## config.mk

```make
export PLATFORM = sky130hd
export DESIGN_NAME = line_segment_rasterizer_unit
export DESIGN_NICKNAME = d
export VERILOG_FILES = /design/src/sv/lsr_pkg.sv /design/src/sv/lsr_cfg_regs.sv /design/src/sv/lsr_walker.sv /design/src/sv/lsr_out_stage.sv /design/src/sv/line_segment_rasterizer_unit.sv
export VERILOG_INCLUDE_DIRS = /design/src /design/src/sv
export SDC_FILE = /design/constraint.sdc
export NUM_CORES = 1
export LEC_CHECK = 0
export BUFFER_PORTS_ARGS = -buffer_cell sky130_fd_sc_hd__clkbuf_2
export CORE_UTILIZATION = 45
export DETAILED_ROUTE_END_ITERATION = 10
export HOLD_SLACK_MARGIN = 0.06
export PLACE_DENSITY_LB_ADDON = 0.05
export SLEW_MARGIN = 20
export SYNTH_ARGS = -nofsm -noshare
export SYNTH_HDL_FRONTEND = slang
export SYNTH_SLANG_ARGS = --single-unit
```

## constraint.sdc

```tcl
create_clock -name clk -period 14.8 [get_ports clk]
set_input_delay 2.96 -clock clk [delete_from_list [all_inputs] [get_ports clk]]
set_output_delay 2.96 -clock clk [all_outputs]
set_load 0.05 [all_outputs]
```

## src/sv/assert_macros.svh

```systemverilog
// ----------------------------------------------------------------------------
// assert_macros: shared assertion macros for the rasterizer rtl
// clocked property checks with an active low reset that disables them
// ----------------------------------------------------------------------------
`ifndef ASSERT_MACROS_SVH
`define ASSERT_MACROS_SVH

`ifndef ASSERT_OFF
// property must hold at every rising edge outside reset
`define ASSERT_CLK(lbl, clk, rst_n, prop) \
	lbl: assert property (@(posedge clk) disable iff (!rst_n) prop) \
		else $error("assertion failed");
// expression must never be true outside reset
`define ASSERT_NEVER(lbl, clk, rst_n, expr) \
	lbl: assert property (@(posedge clk) disable iff (!rst_n) !(expr)) \
		else $error("forbidden condition seen");
`else
`define ASSERT_CLK(lbl, clk, rst_n, prop)
`define ASSERT_NEVER(lbl, clk, rst_n, expr)
`endif

`endif

```

## src/sv/lsr_pkg.sv

```systemverilog
// ----------------------------------------------------------------------------
// lsr_pkg: shared types and constants of the line segment rasterizer
// item kinds, configuration register indexes, default coordinate width
// ----------------------------------------------------------------------------
`default_nettype none

package lsr_pkg;

	// default coordinate width in bits
	localparam int unsigned LSR_COORD_BITS = 12;

	// configuration register index width
	localparam int unsigned CFG_IDX_BITS = 2;

	// input item kinds
	typedef enum logic {
		KIND_LOAD = 1'b0,
		KIND_STEP = 1'b1
	} item_kind_t;

	// configuration register indexes
	typedef enum logic [CFG_IDX_BITS-1:0] {
		CFG_GRID_WIDTH = 2'd0,
		CFG_BAND_FIRST = 2'd1,
		CFG_BAND_LAST  = 2'd2
	} cfg_reg_t;

	// control from the line walker to the output stage
	typedef struct packed {
		logic emit;
		logic last;
	} step_ctrl_t;

endpackage

`default_nettype wire

```

## src/sv/lsr_cfg_regs.sv

```systemverilog
// ----------------------------------------------------------------------------
// lsr_cfg_regs: configuration register bank
// grid width and row band limits, written through the config channel
// ----------------------------------------------------------------------------
`default_nettype none

module lsr_cfg_regs #(
	parameter int unsigned COORD_BITS = lsr_pkg::LSR_COORD_BITS
) (
	input  wire logic                                clk,
	input  wire logic                                arst_n,
	input  wire logic                                cfg_valid,
	output logic                                     cfg_ready,
	input  wire logic [lsr_pkg::CFG_IDX_BITS-1:0]    cfg_index,
	input  wire logic [COORD_BITS:0]                 cfg_data,
	output logic [COORD_BITS:0]                      grid_width,
	output logic [COORD_BITS-1:0]                    band_first,
	output logic [COORD_BITS-1:0]                    band_last
);
	import lsr_pkg::*;

	logic [COORD_BITS:0]   grid_width_q;
	logic [COORD_BITS-1:0] band_first_q;
	logic [COORD_BITS-1:0] band_last_q;

	// writes are always taken
	assign cfg_ready = 1'b1;

	// register writes, unknown indexes are dropped
	always_ff @(posedge clk or negedge arst_n) begin
		if (!arst_n) begin
			grid_width_q <= (COORD_BITS+1)'(1) << COORD_BITS;
			band_first_q <= '0;
			band_last_q  <= '1;
		end else if (cfg_valid && cfg_ready) begin
			case (cfg_reg_t'(cfg_index))
				CFG_GRID_WIDTH: grid_width_q <= cfg_data;
				CFG_BAND_FIRST: band_first_q <= cfg_data[COORD_BITS-1:0];
				CFG_BAND_LAST:  band_last_q  <= cfg_data[COORD_BITS-1:0];
				default: ;
			endcase
		end
	end

	assign grid_width = grid_width_q;
	assign band_first = band_first_q;
	assign band_last  = band_last_q;

endmodule

`default_nettype wire

```

## src/sv/lsr_walker.sv

```systemverilog
// ----------------------------------------------------------------------------
// lsr_walker: bresenham line state and per-pixel step
// holds the current point, the end point and the error term of the line
// ----------------------------------------------------------------------------
`default_nettype none
`include "assert_macros.svh"

module lsr_walker #(
	parameter int unsigned COORD_BITS = lsr_pkg::LSR_COORD_BITS
) (
	input  wire logic                  clk,
	input  wire logic                  arst_n,
	input  wire logic                  load_fire,
	input  wire logic                  step_fire,
	input  wire logic [COORD_BITS-1:0] start_x,
	input  wire logic [COORD_BITS-1:0] start_y,
	input  wire logic [COORD_BITS-1:0] end_x,
	input  wire logic [COORD_BITS-1:0] end_y,
	output logic [COORD_BITS-1:0]      pix_x,
	output logic [COORD_BITS-1:0]      pix_y,
	output lsr_pkg::step_ctrl_t        ctrl
);
	import lsr_pkg::*;

	// line state
	logic [COORD_BITS-1:0] cur_x_q, cur_y_q, stop_x_q, stop_y_q;
	logic [COORD_BITS:0]   err_q;
	logic [COORD_BITS:0]   twice_major_q, twice_minor_q;
	logic                  x_major_q, x_down_q, y_down_q;
	logic                  active_q;

	// load setup
	logic                  ld_x_down, ld_y_down, ld_x_major;
	logic [COORD_BITS-1:0] ld_adx, ld_ady, ld_major, ld_minor;

	// step datapath
	logic                  last;
	logic [COORD_BITS+1:0] err_sub;
	logic [COORD_BITS:0]   err_add;
	logic                  minor_step;
	logic [COORD_BITS-1:0] x_next_c, y_next_c;
	logic [COORD_BITS:0]   err_next;
	logic                  advance;

	// deltas and octant of a new line
	always_comb begin
		ld_x_down  = end_x < start_x;
		ld_y_down  = end_y < start_y;
		ld_adx     = ld_x_down ? start_x - end_x : end_x - start_x;
		ld_ady     = ld_y_down ? start_y - end_y : end_y - start_y;
		ld_x_major = ld_adx >= ld_ady;
		ld_major   = ld_x_major ? ld_adx : ld_ady;
		ld_minor   = ld_x_major ? ld_ady : ld_adx;
	end

	// error update and next point
	always_comb begin
		last = x_major_q ? (cur_x_q == stop_x_q) : (cur_y_q == stop_y_q);
		err_sub = {1'b0, err_q} - {1'b0, twice_minor_q};
		// restored term always lands in 0 .. twice the major delta
		err_add = err_sub[COORD_BITS:0] + twice_major_q;
		minor_step = err_sub[COORD_BITS+1] || (x_down_q && (err_sub == '0));
		err_next = minor_step ? err_add : err_sub[COORD_BITS:0];
		x_next_c = cur_x_q;
		y_next_c = cur_y_q;
		if (x_major_q || minor_step)
			x_next_c = x_down_q ? cur_x_q - COORD_BITS'(1) : cur_x_q + COORD_BITS'(1);
		if (!x_major_q || minor_step)
			y_next_c = y_down_q ? cur_y_q - COORD_BITS'(1) : cur_y_q + COORD_BITS'(1);
	end

	assign advance = step_fire && active_q;

	// state registers
	always_ff @(posedge clk or negedge arst_n) begin
		if (!arst_n) begin
			cur_x_q       <= '0;
			cur_y_q       <= '0;
			stop_x_q      <= '0;
			stop_y_q      <= '0;
			err_q         <= '0;
			twice_major_q <= '0;
			twice_minor_q <= '0;
			x_major_q     <= 1'b0;
			x_down_q      <= 1'b0;
			y_down_q      <= 1'b0;
			active_q      <= 1'b0;
		end else if (load_fire) begin
			cur_x_q       <= start_x;
			cur_y_q       <= start_y;
			stop_x_q      <= end_x;
			stop_y_q      <= end_y;
			err_q         <= {1'b0, ld_major};
			twice_major_q <= {ld_major, 1'b0};
			twice_minor_q <= {ld_minor, 1'b0};
			x_major_q     <= ld_x_major;
			x_down_q      <= ld_x_down;
			y_down_q      <= ld_y_down;
			active_q      <= (start_x != end_x) || (start_y != end_y);
		end else if (advance) begin
			if (last) begin
				active_q <= 1'b0;
			end else begin
				cur_x_q <= x_next_c;
				cur_y_q <= y_next_c;
				err_q   <= err_next;
			end
		end
	end

	// current pixel goes to the output stage
	assign pix_x     = cur_x_q;
	assign pix_y     = cur_y_q;
	assign ctrl.emit = advance;
	assign ctrl.last = last;

	// a non-final pixel always moves the point
	`ASSERT_CLK(a_step_moves, clk, arst_n,
		(advance && !last) |=> (cur_x_q != $past(cur_x_q)) || (cur_y_q != $past(cur_y_q)))
	// the error term never exceeds twice the major delta
	`ASSERT_NEVER(a_err_bound, clk, arst_n, err_q > twice_major_q)
	// minor delta never exceeds major delta
	`ASSERT_NEVER(a_delta_order, clk, arst_n, twice_minor_q > twice_major_q)
	// the final pixel ends the line
	`ASSERT_CLK(a_last_ends, clk, arst_n, (advance && last && !load_fire) |=> !active_q)

endmodule

`default_nettype wire

```

## src/sv/lsr_out_stage.sv

```systemverilog
// ----------------------------------------------------------------------------
// lsr_out_stage: cell address, band test and result register
// forms one result per emitted pixel and holds it until it is taken
// ----------------------------------------------------------------------------
`default_nettype none
`include "assert_macros.svh"

module lsr_out_stage #(
	parameter int unsigned COORD_BITS = lsr_pkg::LSR_COORD_BITS,
	localparam int unsigned ADDR_BITS = 2*COORD_BITS + 1
) (
	input  wire logic                  clk,
	input  wire logic                  arst_n,
	input  wire logic [COORD_BITS:0]   grid_width,
	input  wire logic [COORD_BITS-1:0] band_first,
	input  wire logic [COORD_BITS-1:0] band_last,
	input  wire logic [COORD_BITS-1:0] pix_x,
	input  wire logic [COORD_BITS-1:0] pix_y,
	input  wire lsr_pkg::step_ctrl_t   ctrl,
	input  wire logic                  res_ready,
	output logic                       res_valid,
	output logic [COORD_BITS-1:0]      res_x,
	output logic [COORD_BITS-1:0]      res_y,
	output logic [ADDR_BITS-1:0]       res_addr,
	output logic                       res_in_band,
	output logic                       res_last
);
	import lsr_pkg::*;

	logic                      valid_q;
	logic [COORD_BITS-1:0]     x_q, y_q;
	logic [ADDR_BITS-1:0]      addr_q;
	logic                      in_band_q, last_q;
	logic [COORD_BITS:0]       row_ofs;
	logic [2*COORD_BITS+1:0]   addr_full;
	logic                      in_band_c;

	// (row + 2) * width + column, wrapped to the address width
	always_comb begin
		row_ofs   = {1'b0, pix_y} + (COORD_BITS+1)'(2);
		addr_full = (2*COORD_BITS+2)'(row_ofs) * (2*COORD_BITS+2)'(grid_width)
			+ (2*COORD_BITS+2)'(pix_x);
		in_band_c = (band_first <= pix_y) && (pix_y <= band_last);
	end

	// result valid flag
	always_ff @(posedge clk or negedge arst_n) begin
		if (!arst_n)
			valid_q <= 1'b0;
		else if (ctrl.emit)
			valid_q <= 1'b1;
		else if (res_ready)
			valid_q <= 1'b0;
	end

	// result payload
	always_ff @(posedge clk) begin
		if (ctrl.emit) begin
			x_q       <= pix_x;
			y_q       <= pix_y;
			addr_q    <= addr_full[ADDR_BITS-1:0];
			in_band_q <= in_band_c;
			last_q    <= ctrl.last;
		end
	end

	assign res_valid   = valid_q;
	assign res_x       = x_q;
	assign res_y       = y_q;
	assign res_addr    = addr_q;
	assign res_in_band = in_band_q;
	assign res_last    = last_q;

	// a new pixel only lands in a free or draining slot
	`ASSERT_CLK(a_no_overwrite, clk, arst_n, ctrl.emit |-> (!valid_q || res_ready))
	// an emitted pixel shows up as a result next cycle
	`ASSERT_CLK(a_emit_shows, clk, arst_n, ctrl.emit |=> valid_q)

endmodule

`default_nettype wire

```

## src/sv/line_segment_rasterizer_unit.sv

```systemverilog
// ----------------------------------------------------------------------------
// line_segment_rasterizer_unit: bresenham line rasterizer, all octants
//
// Items arrive on the s_ stream: s_tuser is the kind (load or step), s_tdata
// carries the two endpoints. A load transfer sets up a new line and gives no
// result; each step transfer gives the next pixel of the line on the m_
// stream, end points included, with m_tlast on the final pixel. Steps with
// no line loaded give nothing. A line with equal endpoints draws nothing.
// Results appear in the cycle after the step transfer (walker state, then one
// multiply-add for the cell address into the result register). One item is
// taken every cycle while m_tready is high; when the receiver stalls, the
// held result blocks s_tready until it is taken, and no pixel is lost.
// The cfg channel writes grid width and row band and is always ready; the
// user writes it while no item is in flight, the block does not enforce it.
// Reset clears the line (no line loaded) and sets grid width to 2^COORD_BITS
// and the band to all rows.
// ----------------------------------------------------------------------------
`default_nettype none

module line_segment_rasterizer_unit #(
	parameter int unsigned COORD_BITS = lsr_pkg::LSR_COORD_BITS,
	localparam int unsigned ADDR_BITS = 2*COORD_BITS + 1,
	localparam int unsigned IN_BITS   = ((4*COORD_BITS + 7) / 8) * 8,
	localparam int unsigned OUT_FLDS  = 2*COORD_BITS + ADDR_BITS,
	localparam int unsigned OUT_BITS  = ((OUT_FLDS + 7) / 8) * 8
) (
	input  wire logic                             clk,
	input  wire logic                             arst_n,
	// input item stream
	input  wire logic                             s_tvalid,
	output logic                                  s_tready,
	// start_x, start_y, end_x, end_y from bit 0 up
	input  wire logic [IN_BITS-1:0]               s_tdata,
	// kind
	input  wire logic                             s_tuser,
	// result stream
	output logic                                  m_tvalid,
	input  wire logic                             m_tready,
	// pixel_x, pixel_y, cell_address from bit 0 up, zero padded
	output logic [OUT_BITS-1:0]                   m_tdata,
	// in_band
	output logic                                  m_tuser,
	// last_pixel
	output logic                                  m_tlast,
	// configuration write channel
	input  wire logic                             cfg_valid,
	output logic                                  cfg_ready,
	input  wire logic [lsr_pkg::CFG_IDX_BITS-1:0] cfg_index,
	input  wire logic [COORD_BITS:0]              cfg_data
);
	import lsr_pkg::*;

	logic                  in_xfer, load_fire, step_fire;
	logic [COORD_BITS:0]   grid_width;
	logic [COORD_BITS-1:0] band_first, band_last;
	logic [COORD_BITS-1:0] pix_x, pix_y;
	step_ctrl_t            ctrl;
	logic [COORD_BITS-1:0] res_x, res_y;
	logic [ADDR_BITS-1:0]  res_addr;

	// input transfer decode
	assign s_tready  = !m_tvalid || m_tready;
	assign in_xfer   = s_tvalid && s_tready;
	assign load_fire = in_xfer && (item_kind_t'(s_tuser) == KIND_LOAD);
	assign step_fire = in_xfer && (item_kind_t'(s_tuser) == KIND_STEP);

	lsr_cfg_regs #(.COORD_BITS(COORD_BITS)) u_cfg (
		.clk        (clk),
		.arst_n     (arst_n),
		.cfg_valid  (cfg_valid),
		.cfg_ready  (cfg_ready),
		.cfg_index  (cfg_index),
		.cfg_data   (cfg_data),
		.grid_width (grid_width),
		.band_first (band_first),
		.band_last  (band_last)
	);

	lsr_walker #(.COORD_BITS(COORD_BITS)) u_walker (
		.clk       (clk),
		.arst_n    (arst_n),
		.load_fire (load_fire),
		.step_fire (step_fire),
		.start_x   (s_tdata[COORD_BITS-1:0]),
		.start_y   (s_tdata[2*COORD_BITS-1:COORD_BITS]),
		.end_x     (s_tdata[3*COORD_BITS-1:2*COORD_BITS]),
		.end_y     (s_tdata[4*COORD_BITS-1:3*COORD_BITS]),
		.pix_x     (pix_x),
		.pix_y     (pix_y),
		.ctrl      (ctrl)
	);

	lsr_out_stage #(.COORD_BITS(COORD_BITS)) u_out (
		.clk         (clk),
		.arst_n      (arst_n),
		.grid_width  (grid_width),
		.band_first  (band_first),
		.band_last   (band_last),
		.pix_x       (pix_x),
		.pix_y       (pix_y),
		.ctrl        (ctrl),
		.res_ready   (m_tready),
		.res_valid   (m_tvalid),
		.res_x       (res_x),
		.res_y       (res_y),
		.res_addr    (res_addr),
		.res_in_band (m_tuser),
		.res_last    (m_tlast)
	);

	// pack the result fields
	assign m_tdata = {{(OUT_BITS-OUT_FLDS){1'b0}}, res_addr, res_y, res_x};

endmodule

`default_nettype wire

```

==> key figures <==
Outcome
  – Status: finished, final reports clean

Floorplan
  – Die Wd: 203 microns
  – Core box area: 0.0397 sq mm
  – Die Area: 0.0411 sq mm
  – Starting density of the core: 45.6%
  – # rows: 73
  – I/O pins: 130
  – DIE HEIGHT: 203 microns

Final layout
  – Synth-to-layout area growth: 9.67%
  – Most common cell after layout, fill and taps aside: inv_1
  – Register area: 0.00473 sq mm
  – Number of flip-flops in the largest register: 25
  – Most frequent cells in the layout: 269 x inv_1, 213 x ha_1, 203 x nand2_1, 136 x fa_1, 120 x clkbuf_2
  – Fin nets: 2444
  – Fill count: 3804
  – Layout cells sized above 1: 12.2%
  – Area occupied by multi-input gates: 0.0121 sq mm

Placement
  – Number of port buffers: 121
  – Routability cong.: 0.901
  – HPWL reported at the end of detailed placement: 37500 microns

Global route
  – Total gr overflow: 0
  – Largest net degree at the start of global routing: 73
  – GRT Total Usage: 24.3%
  – Number of global-route vias before repair: 14000
  – Initial antenna violation count: 0
  – Layer with the highest usage: met2
  – Met3 Usage GRT: 3.08%
  – Grt met2 use: 38.0%
  – First-pass GRT wire length: 77100 microns
  – GRT met1 Usage: 34.7%

Setup path
  – R2r setup slk: 6.70 ns
  – Buffers and inverters on the worst path: 6
  – Most used cell, CP: fa_1
  – Required time worst endpoint: 15.03 ns
  – Max Fanout on Critical Path: 16
  – Critical setup path kind: reg2reg
  – Crit path capture type: register
  – Startpoint class of the critical path: register
  – CP max-delay cell: dfrtp_1
  – WP data arrival: 8.32 ns
  – CP delay by family, top: adder cells
  – Max stage delay on crit path: 0.78 ns

Synth
  – YS warnings: 0
  – Register area share after synthesis: 26.1%
  – Cell variety after synth: 76
  – Ys flop type: dfrtp_1
  – Post-synth ARST share: 71.3%
  – EDFF count, synth: 51
  – Synthesized area: 0.0181 sq mm
  – Yosys reg bits: 178
  – Synthesized instance count: 1935
  – Average size of a mapped cell: 9.37 sq um

Drt
  – Final ANT Viol Nets: 0
  – Detailed Route WL: 47800 microns
  – Wire length per cell: 18.6 microns
  – DRC violations left: 0
  – Initial DRC Count: 777
  – Vias post-DR: 13700
  – Via/cell ratio: 5.36
  – Pre-antenna DRT Iters: 5

STA
  – Relative slew slack: 32.4%
  – Final setup viols: 0
  – FMAX: 0.124 GHz
  – Worst Clk Skew: 0.00950 ns
  – Final Hold Viols: 0
  – Period Utilization, post-route: 54.7%
  – Min Tclk post-route: 8.10 ns
  – Count of pins over their slew limit: 0
  – Least-Margin Pin Slew: 1.00 ns
  – Unrepaired setup endpoints after global routing: no
  – TNS Setup: 0 ns

CTS
  – H-Tree Depth: 4
  – Deepest clock path buffer count: 2
  – Root buf cell: clkbuf_16
  – Worst-path clk slew: 0.08 ns
  – TritonCTS clock tree: built
  – CTS-repair resized insts: 0
  – Clk sinks: 178
  – Worst skew pair latency: 0.47 ns
  – CTS Hold Buffers Added: 0
  – Postcts setup bufs: 0
  – Total CTS buffers: 17

Flow run
  – Max-cap check violation count: 0

Worst hold path
  – Hold Path Class: reg2reg
synth_stat cells, types with 4 or more instances:
cell | n | share of area, %
nor2b_1 | 26 | 0.90
a22o_1 | 4 | 0.19
a31oi_1 | 9 | 0.31
a2111oi_0 | 4 | 0.19
nor2_1 | 69 | 1.4
nand4_1 | 16 | 0.55
inv_1 | 269 | 5.6
o21a_1 | 22 | 0.91
o21ai_0 | 108 | 3.0
a22oi_1 | 7 | 0.29
xnor2_1 | 71 | 3.4
or3_1 | 5 | 0.17
a21o_1 | 41 | 1.7
nand2_1 | 203 | 4.2
and2_1 | 89 | 3.1
dfrtp_1 | 114 | 16
mux2_4 | 6 | 0.50
mux2_2 | 41 | 2.5
nand3_1 | 20 | 0.55
o22ai_1 | 5 | 0.17
mux2i_1 | 35 | 1.9
dfstp_2 | 13 | 1.9
a211oi_1 | 15 | 0.62
o211ai_1 | 15 | 0.62
or4_1 | 4 | 0.17
nor4_1 | 4 | 0.14
and3_1 | 9 | 0.31
fa_1 | 136 | 15
ha_1 | 213 | 15
o31ai_1 | 6 | 0.25
buf_4 | 8 | 0.33
clkbuf_1 | 60 | 1.2
o2111ai_1 | 5 | 0.24
a21oi_1 | 74 | 2.0
nor3_1 | 31 | 0.86
xor2_1 | 38 | 1.8
or2_2 | 4 | 0.14
edfxtp_1 | 51 | 8.5
nand2b_1 | 11 | 0.38
o21ai_1 | 7 | 0.19
o21bai_1 | 8 | 0.33
o41ai_1 | 5 | 0.24
worst reg2reg max path: cells and delay by family, from the launching register on:
kind                       cells  cell delay (ns)
and+or+nand+nor                5             1.56
AOI/OAI and AO/OA              6             1.09
buffers and inverters          6             0.93
DFF                            1             0.78
xor gates and xnor gates       2             0.23
adders and majority gates      7             3.29
layout make-up:
type | instances | share of cell area (%)
Sequential cell | 178 | 23.8
Multi-Input combinational cell | 1418 | 60.9
Clock inverter | 13 | 0.837
Clock buffer | 19 | 2.23
Antenna cell | 1 | 0.0126
Tap cell | 525 | 3.31
Inverter | 270 | 5.10
Timing Repair Buffer | 141 | 3.81
per-stage QoR:
stage | hold WS [ns] | setup WS [ns] | instance area, sq um | std cells | util (%)
final | 0.481 | 6.70 | 19900 | 2565 | 50.0
after global routing | 0.511 | 6.32 | 19900 | 2564 | 50.0
after CTS | 0.490 | 6.67 | 19900 | 2564 | 50.0
after detailed placement | 0.471 | 6.69 | 19300 | 2532 | 48.5
after global placement | 0.462 | 6.76 | 19300 | 2532 | 48.5
after floorplan | 0.437 | 6.92 | 18100 | 1941 | -
cell families after synthesis:
group	share of synthesized area (%)
compound gates	13.1
fa+ha+maj	29.7
xor+xnor	5.27
flops	26.1
other cells	0.0414
simple gates	13.3
buf+inv	7.44
mux	5.04
path summary, 6_finish.rpt:
kind,endpoint,depth (start not counted),startpoint
min in group asynchronous,u_walker.twice_major_q[3]$_DFFE_PN0P_,1,arst_n
max in group asynchronous,u_cfg.band_first[7]$_DFFE_PN0P_,2,arst_n
max reg2reg,u_out.res_addr[24]$_DFFE_PP_,26,u_walker.pix_y[1]$_DFFE_PN0P_
min,u_walker.err_q[0]$_DFFE_PN0P_,2,u_walker.err_q[0]$_DFFE_PN0P_
min reg2reg,u_walker.err_q[0]$_DFFE_PN0P_,2,u_walker.err_q[0]$_DFFE_PN0P_
max,u_out.res_addr[24]$_DFFE_PP_,26,u_walker.pix_y[1]$_DFFE_PN0P_
metal layers:
metal | part of all wire (%) | vias up
li1 | - | 6681
met4 | 2.0 | 0
met1 | 49 | 6742
met3 | 3.3 | 57
met2 | 45 | 258
met5 | 0 | -
Power is left out: the tool's default activity adds up to more than one toggle a clock period on the data nets, which glitch-free logic cannot reach.
